**config.mk**
```make
export PLATFORM = sky130hd
export DESIGN_NAME = cc20_front
export DESIGN_NICKNAME = d
export VERILOG_FILES = /design/src/hdl/chacha20_stream_cipher_defines.svh /design/src/hdl/cc20_pkg.sv /design/src/hdl/cc20_front.sv
export SDC_FILE = /design/constraint.sdc
export NUM_CORES = 1
export LEC_CHECK = 0
export ABC_AREA = 0
export BUFFER_PORTS_ARGS = -buffer_cell sky130_fd_sc_hd__buf_4
export CAP_MARGIN = 20
export CORE_AREA = 2 2 39 41
export CTS_CLUSTER_DIAMETER = 80
export DETAILED_ROUTE_END_ITERATION = 6
export DIE_AREA = 0 0 41 43
export MAX_ROUTING_LAYER = met4
export PLACE_DENSITY = 0.66
export SYNTH_ARGS = -nofsm -noshare
export SYNTH_HDL_FRONTEND = slang
export SYNTH_SLANG_ARGS = --single-unit
```
**constraint.sdc**
```tcl
create_clock -name clk_i -period 3.4 [get_ports clk_i]
set_input_delay 0.17 -clock clk_i [delete_from_list [all_inputs] [get_ports clk_i]]
set_output_delay 0.17 -clock clk_i [all_outputs]
set_load 0.02 [all_outputs]
```
**src/hdl/chacha20_stream_cipher_defines.svh**
```systemverilog
// assertion macros for the chacha20 stream cipher block
// used by the top level, expects clk_i and rst_ni in scope
`ifndef CHACHA20_STREAM_CIPHER_DEFINES_SVH
`define CHACHA20_STREAM_CIPHER_DEFINES_SVH
`ifndef NO_ASSERTIONS
`define CC20_ASSERT(label, prop, msg) \
  label: assert property (@(posedge clk_i) disable iff (!rst_ni) (prop)) else $error(msg);
`define CC20_ASSERT_NEXT(label, pre, post, msg) \
  label: assert property (@(posedge clk_i) disable iff (!rst_ni) (pre) |=> (post)) \
    else $error(msg);
`else
`define CC20_ASSERT(label, prop, msg)
`define CC20_ASSERT_NEXT(label, pre, post, msg)
`endif
`endif

```
**src/hdl/cc20_pkg.sv**
```systemverilog
// shared types for the chacha20 stream cipher: request payloads, queue entry,
// configuration register group and register indexes; no dependencies
package cc20_pkg;

  typedef enum logic [2:0] {
    RegKey0    = 3'd0,
    RegKey1    = 3'd1,
    RegKey2    = 3'd2,
    RegKey3    = 3'd3,
    RegNonceLo = 3'd4,
    RegNonceHi = 3'd5,
    RegCounter = 3'd6
  } reg_e;

  typedef struct packed {
    logic [7:0] data_byte;
    logic       last_byte;
  } in_t;

  typedef struct packed {
    logic [7:0] out_byte;
    logic       out_last;
  } out_t;

  typedef struct packed {
    logic [7:0] data_byte;
    logic       last_byte;
    logic       new_msg;
    logic       new_block;
  } qent_t;

  typedef struct packed {
    logic [63:0] key0;
    logic [63:0] key1;
    logic [63:0] key2;
    logic [63:0] key3;
    logic [63:0] nonce_low;
    logic [31:0] nonce_high;
    logic [31:0] initial_counter;
  } cfg_t;

endpackage

```
**src/hdl/cc20_front.sv**
```systemverilog
// front end: accepts requests and tags message and block starts
// depends on cc20_pkg
module cc20_front (
  input  logic          clk_i,
  input  logic          rst_ni,
  input  logic          in_valid_i,
  input  cc20_pkg::in_t in_data_i,
  output logic          in_stall_o,
  input  logic          full_i,
  output logic          push_o,
  output cc20_pkg::qent_t entry_o
);

  localparam int unsigned BlockBytes = 64;
  localparam int unsigned PosW = $clog2(BlockBytes);

  logic [PosW-1:0] pos_q, pos_d;
  logic            active_q, active_d;

  assign in_stall_o = full_i;
  assign push_o     = in_valid_i && !full_i;

  always_comb begin
    entry_o.data_byte = in_data_i.data_byte;
    entry_o.last_byte = in_data_i.last_byte;
    entry_o.new_msg   = !active_q;
    entry_o.new_block = (pos_q == '0);
  end

  always_comb begin
    pos_d    = pos_q;
    active_d = active_q;
    if (push_o) begin
      if (in_data_i.last_byte) begin
        pos_d    = '0;
        active_d = 1'b0;
      end else begin
        pos_d    = pos_q + 1'b1;
        active_d = 1'b1;
      end
    end
  end

  always_ff @(posedge clk_i or negedge rst_ni) begin
    if (!rst_ni) begin
      pos_q    <= '0;
      active_q <= 1'b0;
    end else begin
      pos_q    <= pos_d;
      active_q <= active_d;
    end
  end

endmodule

```
==> results_dict.tcl <==
set metrics [dict create \
    syn_area_um2 473 \
    powerDensity_nw_per_um2 497 \
    r2r_slack_ns 2.17 \
    routed-wl-met2_um 414 \
    ios 26 \
    clk_pin_slew_worst_paths_ns 0.06 \
    die-area_um2 1760 \
    overflow 0 \
    wl_met1_um 399 \
    timing.critical_path.depth 5 \
    wl_met3_um 100 \
    clock-root-buffer "clkbuf_4" \
    rsz0062_at_grt "false" \
    ys_seq_area_share_pct 37.0 \
    synth.top_cell.area_share_pct 37.0 \
    max_cap_viol_count 0 \
    ir_drop_uv 175 \
    vias 368 \
    antenna_found_initial 0 \
    initial_core_util_pct 34.2 \
    holdWs_ns 0.191 \
    synth_common_cells "buf_4 (10), dfrtp_1 (7), o21ai_0 (5)" \
    drive_gt1_share_pct 27.3 \
    tightest_slew_ns 0.368 \
    r2r_start "pos_q[2]$_DFFE_PN0P_" \
    grt_start_max_net_pins 12 \
    rows 14 \
    core_um2 1380 \
    cp-end-kind "primary output" \
    cp_slowest_cell "dfrtp_1" \
    slew_headroom_pct 75.4 \
    cp_top_family "flip-flops" \
    synth_fp_nets 67 \
    clockBufferDepth 2 \
    htree_levels 1 \
    status "completed" \
    endpoint "entry_o[0]" \
    worst_clock_skew_ns 0.00482 \
    required_ns 3.23 \
    fmax_ghz 0.659 \
    ant_nets 0 \
    cp_max_fo 5 \
    routed_wl_um 914 \
    cts.sinks 7 \
    synth_edf_count 0 \
    startpoint_type "flip-flop" \
    synth.most_common_cell "buf_4" \
    first_pass_iters 4 \
    drv_slew 0 \
    r2r-end "pos_q[5]$_DFFE_PN0P_" \
    leakage_nw 0.230 \
    num_antenna_cells 0 \
    post-dp-hpwl_um 627 \
    syn2layout_area_growth_pct 9.26 \
    drc_errors 0 \
    cp_num_buf_inv 2 \
    worstSkewPairLatency_ns 0.26 \
    hold_viol_final 0 \
    io_buffers 9 \
    critPathKind "reg -> out" \
    drtIter0Drc 3 \
    grt_pass1_wl_um 1480 \
    die_h_um 43 \
    drt-wirelength-per-cell_um 12.9 \
    crit_arrival_ns 1.35 \
    avgSynthCellArea_um2 9.10 \
    place_area_um2 480 \
    cts_tree "done" \
    ys_types 20 \
    final_area_um2 517 \
    synthTopCellsByArea "dfrtp_1 (37%), buf_4 (16%), ha_1 (5.3%)" \
    top_layer "met3" \
    rr_worst_depth 3 \
    yosys.area.top_type "dfrtp_1" \
    synth_cells 52 \
    grt_pass1_vias 363 \
    critPathLaunch "pos_q[0]$_DFFE_PN0P_" \
    vias_per_cell 5.18 \
    synthFlopType "dfrtp_1" \
    yosysWarningCount 0 \
    hold_path.class "in -> reg" \
    cp_cell_sequence "inv_1 -> ha_1 -> nand2b_1 -> nor4_1 -> buf_4" \
    fin_setup_tns_ns 0 \
    synth-seq-cells 7 \
    crit_path_max_incr_delay_ns 0.43 \
    gp_congestion 0.729 \
    finalCritPeriodShare_pct 44.6 \
    grtUsageTotal_pct 13.3 \
    die_w_um 41 \
    nets 71 \
    period_minus_slack_ns 1.52 \
    setup_viol 0 \
    synth_async_sr_flop_share_pct 100 \
    cts_buffers 3 \
]
-- layer usage --
layer / GRT usage [%] / vias up
li1: - / 175
met1: 14.8 / 172
met2: 18.4 / 21
met3: 6.28 / 0
met4: 8.00 / 0
met5: - / -
-- cell usage in the layout (no fill, tap or decap) --
cell type / netlist / routed
dlygate4sd3_1: 0 / 1
nand3_2: 1 / 1
o21ai_0: 5 / 5
nand2b_1: 2 / 2
nor4_1: 3 / 3
inv_1: 4 / 4
nor2b_1: 3 / 3
dfrtp_1: 7 / 7
a221o_1: 1 / 1
mux2i_1: 1 / 1
clkbuf_1: 0 / 1
or2_2: 1 / 1
buf_4: 10 / 9
clkbuf_4: 0 / 3
or3b_1: 1 / 1
ha_1: 2 / 2
nand3_1: 2 / 2
a221o_2: 1 / 1
nand2_1: 4 / 4
nor3b_1: 1 / 1
or4b_1: 1 / 1
nor2_1: 1 / 1
-- how the worst min path moves through the flow --
| stage | from | end | depth (start not counted) |
|---|---|---|---|
| detailed placement | rst_ni | pos_q[2]$_DFFE_PN0P_ | 1 |
| global placement | rst_ni | pos_q[2]$_DFFE_PN0P_ | 1 |
| global route | in_data_i[0] | pos_q[2]$_DFFE_PN0P_ | 2 |
| CTS | in_data_i[0] | pos_q[2]$_DFFE_PN0P_ | 2 |
| finish | in_data_i[0] | pos_q[2]$_DFFE_PN0P_ | 2 |
| floorplan | rst_ni | active_q$_DFFE_PN0P_ | 0 |
-- cell families after synthesis --
logic type                 count (synthesis)  share of synthesized area, %
adders and majority gates                  2                          5.29
buffers and inverters                     15                          20.1
muxes                                      1                          2.12
DFF                                        7                          37.0
and+or+nand+nor                           20                          25.7
AOI/OAI and AO/OA                          7                          9.79
-- sequential cells by signal, summed over array words and instances, names as in the netlist --
signal and flops:
pos_q 6, active_q 1
-- report_power, final --
| group | internal (mW) | switching [mW] | leakage [nW] |
|---|---|---|---|
| combinational | 0.0296 | 0.0282 | 0.133 |
| clock | 0.0450 | 0.0345 | 0.0150 |
| sequential | 0.0996 | 0.0201 | 0.0817 |
-- stage by stage --
stage / total power, mW / utilization (%) / setup WS [ns] / cells
5_1_grt: 0.280 / 37.3 / 1.76 / 71
6_report: 0.257 / 37.3 / 1.88 / 71
2_1_floorplan: 0.171 / - / 1.96 / 52
3_5_place_dp: 0.178 / 34.7 / 2.08 / 66
4_1_cts: 0.262 / 37.3 / 1.88 / 71
3_3_place_gp: 0.176 / 34.7 / 2.12 / 66
-- final cells by class --
cell class,instances,area [µm²]
fillers,142,867
well taps,16,20.0
multi-input cells,30,203
clock buffers,4,26.3
inverters,4,15.0
repair buffers,10,77.6
flip-flops and latches,7,175
-- repair_timing --
action,in CTS,in global routing
setup buffers,0,0
hold endpoints to repair,7,0
resized for setup,0,0
hold buffers,1,0
Power figures use the tool's default switching activity.
