### src/hdl/chacha20_stream_cipher_defines.svh
// assertion macros for the chacha20 stream cipher block
// used by the top level, expects clk_i and rst_ni in scope
`ifndef CHACHA20_STREAM_CIPHER_DEFINES_SVH
`define CHACHA20_STREAM_CIPHER_DEFINES_SVH
`ifndef NO_ASSERTIONS
`define CC20_ASSERT(label, prop, msg) \
  label: assert property (@(posedge clk_i) disable iff (!rst_ni) (prop)) else $error(msg);
`define CC20_ASSERT_NEXT(label, pre, post, msg) \
  label: assert property (@(posedge clk_i) disable iff (!rst_ni) (pre) |=> (post)) \
    else $error(msg);
`else
`define CC20_ASSERT(label, prop, msg)
`define CC20_ASSERT_NEXT(label, pre, post, msg)
`endif
`endif

### src/hdl/cc20_pkg.sv
// shared types for the chacha20 stream cipher: request payloads, queue entry,
// configuration register group and register indexes; no dependencies
package cc20_pkg;

  typedef enum logic [2:0] {
    RegKey0    = 3'd0,
    RegKey1    = 3'd1,
    RegKey2    = 3'd2,
    RegKey3    = 3'd3,
    RegNonceLo = 3'd4,
    RegNonceHi = 3'd5,
    RegCounter = 3'd6
  } reg_e;

  typedef struct packed {
    logic [7:0] data_byte;
    logic       last_byte;
  } in_t;

  typedef struct packed {
    logic [7:0] out_byte;
    logic       out_last;
  } out_t;

  typedef struct packed {
    logic [7:0] data_byte;
    logic       last_byte;
    logic       new_msg;
    logic       new_block;
  } qent_t;

  typedef struct packed {
    logic [63:0] key0;
    logic [63:0] key1;
    logic [63:0] key2;
    logic [63:0] key3;
    logic [63:0] nonce_low;
    logic [31:0] nonce_high;
    logic [31:0] initial_counter;
  } cfg_t;

endpackage

### src/hdl/cc20_queue.sv
// short request queue between front and back end
// depends on cc20_pkg; Depth must be at least 2
module cc20_queue #(
  parameter int unsigned Depth = 4
) (
  input  logic            clk_i,
  input  logic            rst_ni,
  input  logic            push_i,
  input  cc20_pkg::qent_t entry_i,
  output logic            full_o,
  input  logic            pop_i,
  output logic            valid_o,
  output cc20_pkg::qent_t entry_o
);

  localparam int unsigned PtrW = $clog2(Depth);
  localparam int unsigned CntW = $clog2(Depth + 1);

  cc20_pkg::qent_t mem_q [Depth];
  logic [PtrW-1:0] wr_ptr_q, wr_ptr_d;
  logic [PtrW-1:0] rd_ptr_q, rd_ptr_d;
  logic [CntW-1:0] count_q, count_d;

  assign full_o  = (count_q == CntW'(Depth));
  assign valid_o = (count_q != '0);
  assign entry_o = mem_q[rd_ptr_q];

  always_comb begin
    wr_ptr_d = wr_ptr_q;
    rd_ptr_d = rd_ptr_q;
    count_d  = count_q;
    if (push_i) begin
      wr_ptr_d = (wr_ptr_q == PtrW'(Depth - 1)) ? '0 : wr_ptr_q + 1'b1;
    end
    if (pop_i) begin
      rd_ptr_d = (rd_ptr_q == PtrW'(Depth - 1)) ? '0 : rd_ptr_q + 1'b1;
    end
    if (push_i && !pop_i) begin
      count_d = count_q + 1'b1;
    end else if (pop_i && !push_i) begin
      count_d = count_q - 1'b1;
    end
  end

  always_ff @(posedge clk_i) begin
    if (push_i) begin
      mem_q[wr_ptr_q] <= entry_i;
    end
  end

  always_ff @(posedge clk_i or negedge rst_ni) begin
    if (!rst_ni) begin
      wr_ptr_q <= '0;
      rd_ptr_q <= '0;
      count_q  <= '0;
    end else begin
      wr_ptr_q <= wr_ptr_d;
      rd_ptr_q <= rd_ptr_d;
      count_q  <= count_d;
    end
  end

endmodule

### config.mk
export PLATFORM = sky130hd
export DESIGN_NAME = cc20_queue
export DESIGN_NICKNAME = d
export VERILOG_FILES = /design/src/hdl/chacha20_stream_cipher_defines.svh /design/src/hdl/cc20_pkg.sv /design/src/hdl/cc20_queue.sv
export SDC_FILE = /design/constraint.sdc
export NUM_CORES = 1
export LEC_CHECK = 0
export CAP_MARGIN = 20
export CELL_PAD_IN_SITES_DETAIL_PLACEMENT = 1
export CELL_PAD_IN_SITES_GLOBAL_PLACEMENT = 1
export CORE_UTILIZATION = 50
export DETAILED_ROUTE_END_ITERATION = 8
export DONT_BUFFER_PORTS = 1
export GPL_TIMING_DRIVEN = 0
export PLACE_DENSITY_LB_ADDON = 0.1
export SETUP_SLACK_MARGIN = 0.1
export SLEW_MARGIN = 15
export SYNTH_ARGS = -nofsm -noshare
export SYNTH_HDL_FRONTEND = slang
export SYNTH_SLANG_ARGS = --single-unit
### constraint.sdc
create_clock -name clk_i -period 2.1 [get_ports clk_i]
set_input_delay 0.42 -clock clk_i [delete_from_list [all_inputs] [get_ports clk_i]]
set_output_delay 0.42 -clock clk_i [all_outputs]
set_load 0.005 [all_outputs]
==> out/metrics.yaml <==
synth:
  synth_mux_area_share_pct: 14.6
  synth_compound_area_share_pct: 0.498
  synthTopCellsByArea: "edfxtp_1 (66%), mux4_2 (9.0%), dfrtp_1 (8.7%), mux4_1 (3.9%), ha_1 (3.7%)"
  synth_nets: 116
  synth.top_cell.area_share_pct: 65.8
  seq_area_frac_synth_pct: 74.5
  synth_top_family_by_area: "multiplexers"
  synthArstFlopShare_pct: 13.7
  postSynthAreaPerCell_sq_um: 21.4
  synth_ff_type: "edfxtp_1"
  yosysUniqueCellTypes: 18
  synth_xor_area_share_pct: 1.31
  synth_top_area_cell: "edfxtp_1"
  syn_area_sq_um: 2010
  yosys.area_share.simple_pct: 2.86
  yosys_warnings: 0
  synth-edff-count: 44
  synth_adder_area_share_pct: 4.73
  ys_ff_latch: 51
  syn_inst: 94
setup_path:
  worstSetupStartpointType: "flip-flop"
  crit_arrival_ns: 1.51
  cp_cell_sequence: "buf_6 -> mux4_2"
  crit_fanout: 10
  crit_type: "reg2out"
  cpPeakStageDelay_ns: 0.55
  cpMaxStageDelayCell: "mux4_2"
  crit_required_ns: 1.68
  cp-end-kind: "primary output"
timing:
  final_hold_viol_count: 0
  max_clock_freq_mhz: 518
  fin_crit_ns: 1.93
  tightest_slew_ns: 0.594
  fin_skew_ns: 0.00629
  rsz0062_at_grt: "false"
  fin_ws_ns: 0.169
  finalSetupTns_ns: 0
  final_max_slew_viol_count: 0
  max_slew_margin_pct: 60.4
  min_period_over_period_pct: 91.9
  finalSetupViolCount: 0
power_and_ir_drop:
  ir_drop_mv: 0.774
  p_leak_nw: 0.760
  netSwitchingFraction_pct: 27.4
  pwr-share-clk_pct: 23.8
  p_per_area_nw_per_um2: 1280
  intPower_w: 0.00203
  combPwrFrac_pct: 24.5
  p_sw_w: 0.000768
  seq_power_share_pct: 51.6
routing:
  drt_pass1_iterations: 4
  wirelength_um: 3030
  drt-wirelength-per-cell_um: 20.1
  postRouteAntennaNets: 0
  first_iter_violations: 30
  drt-vias-per-instance: 5.53
  vias: 835
  drc: 0
floorplan:
  boundaryPins: 28
  fp.dieH_um: 65.4
  core_area_sq_um: 3740
  initial_core_util_pct: 53.7
  die-area_sq_um: 4280
  num_rows: 22
  fp.dieW_um: 65.4
global_routing:
  overflow: 0
  grt_pass1_wl_um: 4890
  grt_max_degree: 17
  grt.total_usage_pct: 17.2
  antenna_found_initial: 0
  first_global_vias: 926
finish:
  drive_gt1_share_pct: 21.4
  final_util_pct: 58.6
  antennaDiodeCount: 0
  syn_to_final_growth_pct: 9.15
  nNetsFinal: 124
  postLayoutCellArea_sq_um: 2190
  final_common_cell: "edfxtp_1"
  mostFrequentLayoutCells: "edfxtp_1 (44), mux4_2 (8), ha_1 (6), dfrtp_1 (6), clkbuf_8 (5)"
place:
  gp_congestion: 0.621
  placed_area_sq_um: 2070
  place.port_buffers: 0
  post-place-ws_ns: 0.419
  dp_hpwl_um: 2040
clock_network:
  htreeDepth: 2
  cts_buffer_depth: 2
  cts.clk_slew.worst_paths_ns: 0.09
  cts_tree: "built"
  clk_latency_ns: 0.30
  cts-buffers-inserted: 5
  root_buffer: "clkbuf_8"
  clkSinkCount: 51
worst_hold_path:
  min_path_type: "in2reg"
run:
  drv_cap: 0
run_status:
  status: "complete, no violations"
## what timing repair did
action,4_1_cts,5_1_grt
endpoints found under the setup margin,8,0
hold endpoints to repair,7,0
buffers inserted,0,0
resized for setup,1,0
hold buffers,1,0
## through the flow
stage / hold WS [ns] / power (W) / instances
floorplan: 0.124 / 0.00199 / 94
global placement: 0.125 / 0.00213 / 142
detailed placement: 0.125 / 0.00217 / 142
CTS: 0.188 / 0.00285 / 151
global route: 0.184 / 0.00295 / 151
finish: 0.208 / 0.00280 / 151
## Yosys cell counts, types with 2 or more instances
library cell   n
edfxtp_1      44
mux4_2         8
dfrtp_1        7
ha_1           6
and2_1         4
inv_1          4
mux2_2         3
mux4_1         3
nor2_1         3
nand2_1        2
o21ai_0        2
xor2_1         2
## critical path, delay by kind of cell (launching register included)
kind,cells,cell delay [ns]
buffers and inverters,1,0.20
DFF,1,0.46
muxes,1,0.55
## layer usage
metal	GRT usage, %	up-vias	wire length (um)
met5	0	-	0
met2	28.0	19	1570
met1	20.3	426	1240
met3	7.64	5	182
li1	-	385	-
met4	5.71	0	45
## flip-flops by register name, summed over array words and instances, names as in the netlist
register and cells:
wr_ptr_q 2, rd_ptr_q 2, mem_q 44, count_q 3
## area by class of cell
| type | count | area (sq um) |
|---|---|---|
| Timing Repair Buffer | 1 | 10.0 |
| Buffer | 2 | 16.3 |
| Multi-Input combinational cell | 37 | 482 |
| Clock inverter | 3 | 43.8 |
| Sequential cell | 51 | 1500 |
| Inverter | 4 | 15.0 |
| Tap cell | 48 | 60.1 |
| Fill cell | 347 | 1550 |
| Clock buffer | 5 | 68.8 |
## path summary, 6_finish.rpt
kind                              from           to  slack (ns)  depth (start not counted)
max                        rd_ptr_q[0]   entry_o[8]        0.17                          2
min                         entry_i[2]  mem_q[1][2]        0.21                          0
max reg2reg                wr_ptr_q[0]  mem_q[2][1]        0.56                          3
min reg2reg                 count_q[2]   count_q[2]        0.49                          1
max in group asynchronous       rst_ni  rd_ptr_q[0]        1.38                          1
min in group asynchronous       rst_ni  rd_ptr_q[1]        0.45                          1
## power groups by stage
stage | clock network (W) | registers, W | logic [W]
4_1_cts | 0.000687 | 0.00145 | 0.000715
3_3_place_gp | 0 | 0.00145 | 0.000680
2_1_floorplan | 0 | 0.00142 | 0.000566
5_1_grt | 0.000708 | 0.00147 | 0.000774
6_report | 0.000667 | 0.00144 | 0.000686
3_5_place_dp | 0 | 0.00147 | 0.000701
## logic make-up (layout without fill, tap and decap cells)
kind of cell	after synthesis	count (layout)
XOR/XNOR	3	3
buffers and inverters	6	15
multiplexers	14	14
AND/OR/NAND/NOR	11	11
flip-flops	51	51
adder cells (fa/ha/maj)	7	7
AO/OA/AOI/OAI	2	2
(Power assumes the default switching activity.)
